`config.mk`:
```
export PLATFORM = sky130hd
export DESIGN_NAME = command_frame_decoder
export DESIGN_NICKNAME = d
export VERILOG_FILES = /design/src/design/cfd_pkg.sv /design/src/design/cfd_decode.sv /design/src/design/command_frame_decoder.sv
export SDC_FILE = /design/constraint.sdc
export NUM_CORES = 1
export LEC_CHECK = 0
export BUFFER_PORTS_ARGS = -buffer_cell sky130_fd_sc_hd__buf_2
export CAP_MARGIN = 20
export CORE_ASPECT_RATIO = 0.8
export CORE_MARGIN = 8
export CORE_UTILIZATION = 30
export CTS_BUF_LIST = sky130_fd_sc_hd__clkbuf_4
export CTS_CLUSTER_SIZE = 12
export DETAILED_ROUTE_END_ITERATION = 6
export PLACE_DENSITY_LB_ADDON = 0.05
export SLEW_MARGIN = 15
export SYNTH_ARGS = -nofsm -noshare
export SYNTH_HDL_FRONTEND = slang
export SYNTH_SLANG_ARGS = --single-unit
export TNS_END_PERCENT = 100
```
`constraint.sdc`:
```
create_clock -name clk -period 9.7 [get_ports clk]
set_clock_uncertainty 0.05 [all_clocks]
set_input_delay 1.455 -clock clk [delete_from_list [all_inputs] [get_ports clk]]
set_output_delay 1.455 -clock clk [all_outputs]
set_load 0.05 [all_outputs]
```
`src/design/cfd_pkg.sv`:
```
// shared types and constants for the command frame decoder
// no dependencies; imported by cfd_decode and command_frame_decoder
package cfd_pkg;

  // framing bytes
  localparam logic [7:0] SYNC_BYTE = 8'hAE;
  localparam logic [7:0] ACK_BYTE  = 8'hAA;

  // command group codes in frame byte 2
  localparam logic [7:0] GRP_KEYS = 8'h01;
  localparam logic [7:0] GRP_USB  = 8'h02;
  localparam logic [7:0] GRP_DLC  = 8'h03;
  localparam logic [7:0] GRP_SYS  = 8'h04;

  // argument codes in frame byte 3
  localparam logic [7:0] ARG_ALL     = 8'hFF;
  localparam logic [7:0] ARG_KEY_LO  = 8'h01;
  localparam logic [7:0] ARG_KEY_HI  = 8'h09;
  localparam logic [7:0] ARG_KEY_9   = 8'h10;
  localparam logic [7:0] ARG_KEY_10  = 8'h11;
  localparam logic [7:0] ARG_CHANGE  = 8'h02;
  localparam logic [7:0] ARG_OFF     = 8'h00;
  localparam logic [7:0] ARG_ON      = 8'h01;

  // target codes in frame byte 1
  localparam logic [7:0] TGT_SYS     = 8'h00;
  localparam logic [7:0] TGT_TOOL_LO = 8'h01;
  localparam logic [7:0] TGT_TOOL_HI = 8'h03;

  // fixed key indices for the two extended keys
  localparam logic [3:0] KEY_IDX_9  = 4'd9;
  localparam logic [3:0] KEY_IDX_10 = 4'd10;

  typedef enum logic [3:0] {
    ACT_NONE     = 4'd0,
    ACT_ALL_KEYS = 4'd1,
    ACT_ONE_KEY  = 4'd2,
    ACT_CHANGE   = 4'd3,
    ACT_STOP     = 4'd4,
    ACT_USB_OFF  = 4'd5,
    ACT_USB_ON   = 4'd6,
    ACT_DLC_OFF  = 4'd7,
    ACT_DLC_ON   = 4'd8
  } cfd_action_t;

  // decoded command
  typedef struct packed {
    cfd_action_t action;
    logic [3:0]  key_number;
    logic [1:0]  tool_number;
  } cfd_cmd_t;

endpackage

```
`src/design/cfd_decode.sv`:
```
// combinational decode of frame bytes 1..3 into an action with key and tool indices
// depends on cfd_pkg
module cfd_decode (
  input  logic [7:0]        b1,
  input  logic [7:0]        b2,
  input  logic [7:0]        b3,
  input  logic              enabled,
  output cfd_pkg::cfd_cmd_t cmd
);
  import cfd_pkg::*;

  cfd_cmd_t   raw;
  logic [7:0] key_sub;
  logic [7:0] tool_sub;

  assign key_sub  = b3 - ARG_KEY_LO;
  assign tool_sub = b1 - TGT_TOOL_LO;

  // frame decode
  always_comb begin
    raw.action      = ACT_NONE;
    raw.key_number  = '0;
    raw.tool_number = '0;
    if (b1 == TGT_SYS && b2 == GRP_KEYS) begin
      unique case (b3) inside
        ARG_ALL: begin
          raw.action = ACT_ALL_KEYS;
        end
        [ARG_KEY_LO:ARG_KEY_HI]: begin
          raw.action     = ACT_ONE_KEY;
          raw.key_number = key_sub[3:0];
        end
        ARG_KEY_9: begin
          raw.action     = ACT_ONE_KEY;
          raw.key_number = KEY_IDX_9;
        end
        ARG_KEY_10: begin
          raw.action     = ACT_ONE_KEY;
          raw.key_number = KEY_IDX_10;
        end
        default: begin
          raw.action = ACT_NONE;
        end
      endcase
    end else if (b1 == TGT_SYS && b2 == GRP_SYS) begin
      unique case (b3)
        ARG_CHANGE: raw.action = ACT_CHANGE;
        ARG_OFF:    raw.action = ACT_STOP;
        default:    raw.action = ACT_NONE;
      endcase
    end else if (b1 >= TGT_TOOL_LO && b1 <= TGT_TOOL_HI) begin
      // tool index only given with a recognised usb or dlc command
      if ((b2 == GRP_USB || b2 == GRP_DLC) && (b3 == ARG_OFF || b3 == ARG_ON)) begin
        raw.tool_number = tool_sub[1:0];
        if (b2 == GRP_USB) begin
          raw.action = (b3 == ARG_ON) ? ACT_USB_ON : ACT_USB_OFF;
        end else begin
          raw.action = (b3 == ARG_ON) ? ACT_DLC_ON : ACT_DLC_OFF;
        end
      end
    end
  end

  // commands disabled gives no action
  always_comb begin
    if (enabled) begin
      cmd = raw;
    end else begin
      cmd.action      = ACT_NONE;
      cmd.key_number  = '0;
      cmd.tool_number = '0;
    end
  end

endmodule

```
`src/design/command_frame_decoder.sv`:
```
// top level of the command frame decoder: byte framing, frame register and result register
// depends on cfd_pkg and cfd_decode
//
// Takes one received byte per beat and gathers four-byte command frames; a byte of
// 0xAE always restarts the frame as its (ignored) first byte. A byte can be offered
// in every cycle while in_stall is low. A completed frame is held in a frame
// register, decoded combinationally from it and then given from the result register
// as a single result beat (acknowledge 0xAA, echo of frame bytes 1 to 3, action, key
// and tool index). Bytes that do not complete a frame give no result. The frame
// register lets one further completed frame be taken while a result is held by
// out_stall; in_stall rises only when both are full.
module command_frame_decoder (
  input  logic       clk,
  input  logic       rst,
  // input channel
  input  logic       in_valid,
  output logic       in_stall,
  input  logic [7:0] rx_byte,
  input  logic       commands_enabled,
  // result channel
  output logic       out_valid,
  input  logic       out_stall,
  output logic [7:0] ack_lead,
  output logic [7:0] ack_second,
  output logic [7:0] ack_third,
  output logic [7:0] ack_fourth,
  output logic [3:0] action,
  output logic [3:0] key_number,
  output logic [1:0] tool_number
);
  import cfd_pkg::*;

  // framing state
  logic [1:0] frame_position;
  logic [7:0] frame_store [2];

  // frame register
  logic       frame_valid;
  logic [7:0] frame_b1;
  logic [7:0] frame_b2;
  logic [7:0] frame_b3;
  logic       frame_enabled;

  // result register
  cfd_cmd_t   result_cmd;
  cfd_cmd_t   dec_cmd;

  logic       in_take;
  logic       out_free;
  logic       frame_move;
  logic [1:0] pos;
  logic       frame_done;

  // handshake
  assign out_free   = !out_valid || !out_stall;
  assign frame_move = frame_valid && out_free;
  assign in_stall   = frame_valid && !out_free;
  assign in_take    = in_valid && !in_stall;

  // position of the incoming byte
  assign pos        = (rx_byte == SYNC_BYTE) ? 2'd0 : frame_position;
  assign frame_done = (pos == 2'd3);

  // frame position
  always_ff @(posedge clk) begin
    if (rst) begin
      frame_position <= 2'd0;
    end else if (in_take) begin
      frame_position <= frame_done ? 2'd0 : pos + 2'd1;
    end
  end

  // bytes 1 and 2 of the frame being gathered
  always_ff @(posedge clk) begin
    if (in_take && pos == 2'd1) begin
      frame_store[0] <= rx_byte;
    end
    if (in_take && pos == 2'd2) begin
      frame_store[1] <= rx_byte;
    end
  end

  // frame register
  always_ff @(posedge clk) begin
    if (rst) begin
      frame_valid <= 1'b0;
    end else if (in_take && frame_done) begin
      frame_valid <= 1'b1;
    end else if (frame_move) begin
      frame_valid <= 1'b0;
    end
  end

  always_ff @(posedge clk) begin
    if (in_take && frame_done) begin
      frame_b1      <= frame_store[0];
      frame_b2      <= frame_store[1];
      frame_b3      <= rx_byte;
      frame_enabled <= commands_enabled;
    end
  end

  // decode
  cfd_decode u_decode (
    .b1      (frame_b1),
    .b2      (frame_b2),
    .b3      (frame_b3),
    .enabled (frame_enabled),
    .cmd     (dec_cmd)
  );

  // result register
  always_ff @(posedge clk) begin
    if (rst) begin
      out_valid <= 1'b0;
    end else if (out_free) begin
      out_valid <= frame_valid;
    end
  end

  always_ff @(posedge clk) begin
    if (frame_move) begin
      ack_second <= frame_b1;
      ack_third  <= frame_b2;
      ack_fourth <= frame_b3;
      result_cmd <= dec_cmd;
    end
  end

  assign ack_lead    = ACK_BYTE;
  assign action      = result_cmd.action;
  assign key_number  = result_cmd.key_number;
  assign tool_number = result_cmd.tool_number;

endmodule

```
==> flow_metrics.py, run 1 <==
metrics = {
    "worst_setup_path": {
        "cp-start-kind": "input pin",
        "required_ns": 8.20,
        "r2r_cells": 6,
        "path_class": "input pin to primary output",
        "max_stage_delay_ns": 0.26,
        "r2r_slack_ns": 7.43,
        "crit_arrival_ns": 2.08,
        "cp_cell_sequence": "buf_2 > nand3_1 > inv_1 > buf_2",
        "crit_buf_inv": 3,
        "crit_top_cell": "buf_2",
        "rr_startpoint": "frame_b3[0]",
        "end_kind": "primary output",
        "cp_max_fo": 5,
        "crit_slowest_cell": "buf_2",
        "path_delay_family": "buffers and inverters",
        "regToRegEndpoint": "action[1]",
    },
    "clock_network": {
        "clock_sinks": 79,
        "cts_htree_levels": 3,
        "cts_resized": 0,
        "cts_hold_buf": 0,
        "clkTransAtPathRegs_ns": 0.12,
        "root_buffer": "clkbuf_4",
        "cts_buffers": 9,
        "clock_latency_ns": 0.41,
        "cts_setup_buffers": 0,
        "cts_tree": "built",
        "cts_max_path_buffers": 2,
    },
    "floorplan": {
        "die_x_um": 129.4,
        "die_h_um": 106.7,
        "start_util_pct": 30.51,
        "fp.dieArea_um2": 13810,
        "rows": 33,
        "core_area_um2": 10120,
        "io_pins": 57,
    },
    "layout": {
        "nets": 262,
        "final_cell_mix": "edfxtp_1, buf_2, inv_1, ha_1, clkbuf_4",
        "antenna_cells": 0,
        "final_common_cell": "edfxtp_1",
        "area_growth_pct": 16.62,
        "drive_gt1_share_pct": 30.86,
        "final_area_um2": 3600,
    },
    "hold_path": {
        "hold_class": "register to register",
        "hold_start": "frame_store[0][1]",
        "min_path_cells": 0,
        "min_to": "frame_b1[1]",
    },
    "synth": {
        "ys_ff_latch": 79,
        "yosysUniqueCellTypes": 41,
        "synth_area_per_cell_um2": 17.05,
        "netlist_area_um2": 3087,
        "ys_seq_area_share_pct": 75.56,
        "synth_cells": 181,
        "ys_warn_count": 0,
        "yosysTopAreaCellShare_pct": 72.96,
        "synth.area.top_cells": "edfxtp_1, ha_1, dfxtp_1, buf_4, inv_1",
        "synth_top_cell_by_area": "edfxtp_1",
    },
    "global_routing": {
        "grt_pass1_wl_mm": 9.204,
        "antenna_found_initial": 0,
        "grt_usage_pct": 8.821,
        "grt-ovfl-total": 0,
        "grt_max_degree": 35,
        "first_global_vias": 1753,
    },
    "detailed_routing": {
        "ant_nets": 0,
        "via_per_inst": 4.209,
        "drc_errors": 0,
        "first_pass_iters": 4,
        "drtIter0Drc": 97,
        "drt_wl_total_mm": 5.817,
        "vias": 1612,
        "wl_per_cell_um": 15.19,
    },
    "timing": {
        "tightestPinTransition_ns": 0.9406,
        "slew_headroom_pct": 37.22,
        "finalSetupViolCount": 0,
        "finalSetupTns_ns": 0,
        "rsz0062_at_grt": "false",
        "clock.fmax_mhz": 278.8,
        "maxSlewViolCount": 0,
        "timing.final.crit_period_ns": 3.587,
        "hold_viol": 0,
        "finalCritPeriodShare_pct": 36.98,
    },
    "power": {
        "power.leakage_nw": 1.286,
        "ir_drop_mv": 0.06235,
        "power.density_nw_per_um2": 160.0,
    },
    "job": {
        "drv_cap": 0,
    },
    "outcome": {
        "outcome": "completed",
    },
    "placement": {
        "portBuffers": 48,
        "dpl_cell_area_um2": 3478,
        "routabilityCongestion": 0.7436,
        "hpwl_mm": 4.262,
    },
}
state kept, by name (all words and copies together), names as in the netlist:
signal,flops
ack_second,8
frame_b2,8
action,4
frame_store,16
frame_enabled,1
tool_number,2
key_number,4
frame_position,2
ack_third,8
frame_b3,8
frame_valid,1
out_valid,1
ack_fourth,8
frame_b1,8
logic make-up (layout without fill, tap and decap cells):
group / count (synthesis) / in the layout / synth area share [%]
XOR/XNOR: 2 / 2 / 0.5676
flip-flops: 79 / 79 / 75.56
adder cells (fa/ha/maj): 11 / 11 / 4.459
buffers and inverters: 21 / 77 / 3.567
other: 2 / 8 / 0.2433
AO/OA/AOI/OAI: 16 / 16 / 4.014
AND/OR/NAND/NOR: 50 / 50 / 11.59
Yosys cell counts:
cell type,count
buf_4,8
nor4bb_1,1
o21ba_2,1
nor3_2,1
a21boi_2,1
nor2b_1,1
dfxtp_1,4
o21bai_1,1
nor4b_1,3
a21boi_0,1
buf_2,1
inv_1,12
nor3_4,1
nor4_4,2
nand2_1,6
edfxtp_1,75
nor4b_2,1
and4_1,3
xnor2_1,2
ha_1,11
and3_1,4
o211ai_1,1
or4b_1,1
o2111a_1,1
nor3b_1,1
or2_2,1
nand4_1,6
nor3_1,3
nand3b_1,1
nand4_2,1
nor2_1,8
a211oi_1,1
and2_1,1
nand4b_1,1
a31oi_1,1
o221ai_1,2
conb_1,2
a2bb2oi_1,2
or2_0,1
a21oi_1,4
nand3_1,2
per-stage QoR:
step / cells / worst slack, ns / total power [W] / util, % / hold slack (ns)
floorplan: 187 / 5.198 / 0.0004075 / - / 0.3503
CTS: 383 / 6.103 / 0.0005856 / 35.58 / 0.3727
global route: 383 / 6.032 / 0.0005987 / 35.58 / 0.3748
finish: 383 / 6.113 / 0.0005761 / 35.58 / 0.3733
detailed placement: 367 / 6.109 / 0.0004143 / 34.38 / 0.3545
global placement: 367 / 6.144 / 0.0004149 / 34.38 / 0.3560
power by group:
group | internal [W] | switching, W | total (W) | leakage, nW
registers | 0.000377 | 0.00000286 | 0.000380 | 0.691
logic | 0.00000541 | 0.0000207 | 0.0000261 | 0.532
clock network | 0.0000568 | 0.000113 | 0.000170 | 0.0630
worst register-to-register path, delay by kind of cell (launching register included):
family / cells / cell delay [ns]
buffers and inverters: 1 / 0.13
adders and majority gates: 1 / 0.28
AOI/OAI and AO/OA: 3 / 0.58
DFF: 1 / 0.52
and+or+nand+nor: 1 / 0.45
routing by layer:
| metal | up-vias | global-route usage [%] | wire length (um) |
|---|---|---|---|
| li1 | 792 | - | - |
| met1 | 769 | 10.94 | 2914 |
| met2 | 49 | 13.07 | 2473 |
| met3 | 2 | 4.216 | 385 |
| met4 | 0 | 3.264 | 44 |
| met5 | - | 0 | 0 |
worst max-delay path by stage:
stage	start	to	depth (start not counted)
after global placement	out_stall	in_stall	4
after detailed placement	out_stall	in_stall	4
after CTS	out_stall	in_stall	4
after floorplan	out_stall	ack_fourth[0]	1
after global routing	out_stall	in_stall	4
final	out_stall	in_stall	4
area by class of cell:
cell class | instances | area [um2]
Clock buffer | 10 | 75.07
Clock inverter | 6 | 46.29
Fill cell | 995 | 6516
Inverter | 12 | 45.04
Multi-Input combinational cell | 87 | 678.2
Sequential cell | 79 | 2332
Tap cell | 140 | 175.2
Timing Repair Buffer | 49 | 247.7
Note: power is estimated with default switching activity, not from simulation.
==> run 2: changes to the inputs <==
- ABC_AREA: default -> 1
- clock period: 9.7 -> 3 ns (I/O delays scaled with it)
==> run 2 against run 1 <==
Compared with the run above:
- die area grew 3.0%
- first-iteration DRC count up 42%
- combinational power grew to 2.7 times the previous value
- sequential share of layout area shrank 3.4 points
- setup slack got worse by 5.0 ns
- critical path depth grew 3
- routed wire length grew 7.3%
- via count is 11% higher
- sequential power grew to 3.2 times the previous value
- total power grew to 3.6 times the previous value
==> flow_metrics.py, run 2 <==
metrics = {
    "synth": {
        "ys_seq_area_share_pct": 73.04,
        "ys_warn_count": 0,
        "yosysUniqueCellTypes": 29,
        "synth_edf_count": 75,
        "netlist_area_um2": 3193,
        "yosysTopAreaCellShare_pct": 70.53,
        "synth.area.top_cells": "edfxtp_1, ha_1, nand2_1, nor2_1, inv_1",
        "synth_top_cell_by_area": "edfxtp_1",
        "yosysMostFrequentCell": "edfxtp_1",
        "ys.flop_type": "edfxtp_1",
        "ys_ff_latch": 79,
        "synth_cells": 235,
        "async_reset_ff_share_pct": 0,
        "synth_area_per_cell_um2": 13.59,
        "ys_top_cells_by_count": "edfxtp_1, nand2_1, nor2_1",
    },
    "detailed_routing": {
        "first_pass_iters": 4,
        "wl_per_cell_um": 14.15,
        "drtIter0Drc": 138,
        "via_per_inst": 4.057,
        "ant_nets": 0,
        "drt_wl_total_mm": 6.240,
        "vias": 1789,
        "drc_errors": 0,
    },
    "clock_network": {
        "cts_buffers": 9,
        "clock_sinks": 79,
        "cts_max_path_buffers": 2,
        "clkTransAtPathRegs_ns": 0.13,
        "cts_htree_levels": 3,
        "cts_resized": 0,
        "cts_setup_buffers": 0,
        "cts_hold_buf": 0,
        "clock_latency_ns": 0.42,
        "root_buffer": "clkbuf_4",
        "cts_tree": "built",
    },
    "layout": {
        "final_cell_mix": "edfxtp_1, buf_2, nand2_1, nor2_1, inv_1",
        "final_area_um2": 3799,
        "largest_reg_flops": 16,
        "nets": 320,
        "final_common_cell": "edfxtp_1",
        "drive_gt1_share_pct": 28.33,
        "area_growth_pct": 18.97,
        "top_register": "frame_store",
    },
    "power": {
        "ir_drop_mv": 0.2273,
        "power.leakage_nw": 1.561,
        "total_power_w": 0.002069,
        "power.density_nw_per_um2": 544.7,
    },
    "global_routing": {
        "antenna_found_initial": 1,
        "grt_pass1_wl_mm": 10.49,
        "grt_max_degree": 26,
        "grt-ovfl-total": 0,
        "first_global_vias": 1888,
        "grt_usage_pct": 9.613,
    },
    "floorplan": {
        "die_x_um": 131.3,
        "die_h_um": 108.3,
        "rows": 33,
        "start_util_pct": 30.93,
        "io_pins": 57,
        "fp.dieArea_um2": 14220,
        "core_area_um2": 10320,
    },
    "placement": {
        "preCtsSetupSlack_ns": 0.8729,
        "portBuffers": 48,
        "routabilityCongestion": 0.7074,
        "hpwl_mm": 4.571,
        "dpl_cell_area_um2": 3623,
    },
    "job": {
        "drv_cap": 0,
    },
    "timing": {
        "rsz0062_at_grt": "false",
        "whs_ns": 0.1553,
        "tightestPinTransition_ns": 0.5718,
        "slew_headroom_pct": 61.79,
        "finalCritPeriodShare_pct": 63.45,
        "finalSetupTns_ns": 0,
        "finalSetupViolCount": 0,
        "clock.fmax_mhz": 525.4,
        "fin_ws_ns": 1.097,
        "timing.final.crit_period_ns": 1.903,
        "maxSlewViolCount": 0,
        "hold_viol": 0,
    },
    "worst_setup_path": {
        "end_kind": "register",
        "r2r_slack_ns": 1.10,
        "cp_max_fo": 3,
        "required_ns": 3.13,
        "regToRegEndpoint": "action[1]",
        "startpoint": "frame_b2[3]",
        "r2r_cells": 7,
        "rr_startpoint": "frame_b2[3]",
        "path_class": "register to register",
        "critPathCapture": "action[1]",
        "crit_arrival_ns": 2.04,
        "cp-start-kind": "register",
    },
    "hold_path": {
        "hold_class": "input pin to register",
    },
    "outcome": {
        "outcome": "completed",
    },
}
run 2: cell types whose count changed after synthesis, sizes merged, moves of 3 or more:
cell / change
nand4: -5
nand3: +8
and3: -4
nand2: +32
nor3: -4
and4: -3
inv: +16
nor2: +31
nor4b: -4
run 2: cells by family after synthesis:
logic type                 after synthesis  share of synthesized area (%)
buffers and inverters                   37                          5.290
other                                    2                         0.2352
DFF                                     79                          73.04
xor gates and xnor gates                 1                         0.2743
AOI/OAI and AO/OA                       11                          2.155
and+or+nand+nor                         94                          14.69
adders and majority gates               11                          4.310
run 2: through the flow:
| stage | cells | utilization [%] |
|---|---|---|
| 2_1_floorplan | 241 | - |
| 3_3_place_gp | 425 | 35.10 |
| 3_5_place_dp | 425 | 35.10 |
| 4_1_cts | 440 | 36.78 |
| 5_1_grt | 441 | 36.80 |
| 6_report | 441 | 36.80 |
run 2: worst max-delay path: stages, from the launching register on:
cell and delay (ns):
edfxtp_1 0.45, nor2_1 0.16, nand2_1 0.08, or3_1 0.38, ha_1 0.28, a21boi_0 0.12, nand3_1 0.09, nand3_1 0.07
run 2: how the worst min path moves through the flow:
| stage | startpoint | to | depth (start not counted) |
|---|---|---|---|
| after floorplan | frame_store[0][0] | frame_b1[0] | 0 |
| after detailed placement | frame_store[0][10] | frame_b2[2] | 0 |
| after global placement | frame_store[0][15] | frame_b2[7] | 0 |
| after CTS | commands_enabled | frame_enabled | 1 |
| after global routing | commands_enabled | frame_enabled | 1 |
| final | commands_enabled | frame_enabled | 1 |
run 2: per-layer routing:
layer,global-route usage (%),routed length [um],share of wire (%),vias up
li1,-,-,-,900
met1,12.43,3201,51,827
met2,13.81,2557,41,52
met3,3.753,354,5.7,10
met4,4.906,127,2.0,0
met5,0,0,0,-
run 2: final cells by class:
class,instances,area [um2]
fill,1051,6524
inverter,29,108.9
tap,140,175.2
sequential,79,2332
antenna,1,2.502
clock inverter,5,97.59
multi-input combinational,125,724.4
timing repair buffer,52,282.8
clock buffer,10,75.07
run 2: power by group:
| group | switching, W | internal (W) |
|---|---|---|
| Clock | 0.000358 | 0.000422 |
| Sequential | 0.00000612 | 0.00121 |
| Combinational | 0.0000552 | 0.0000161 |
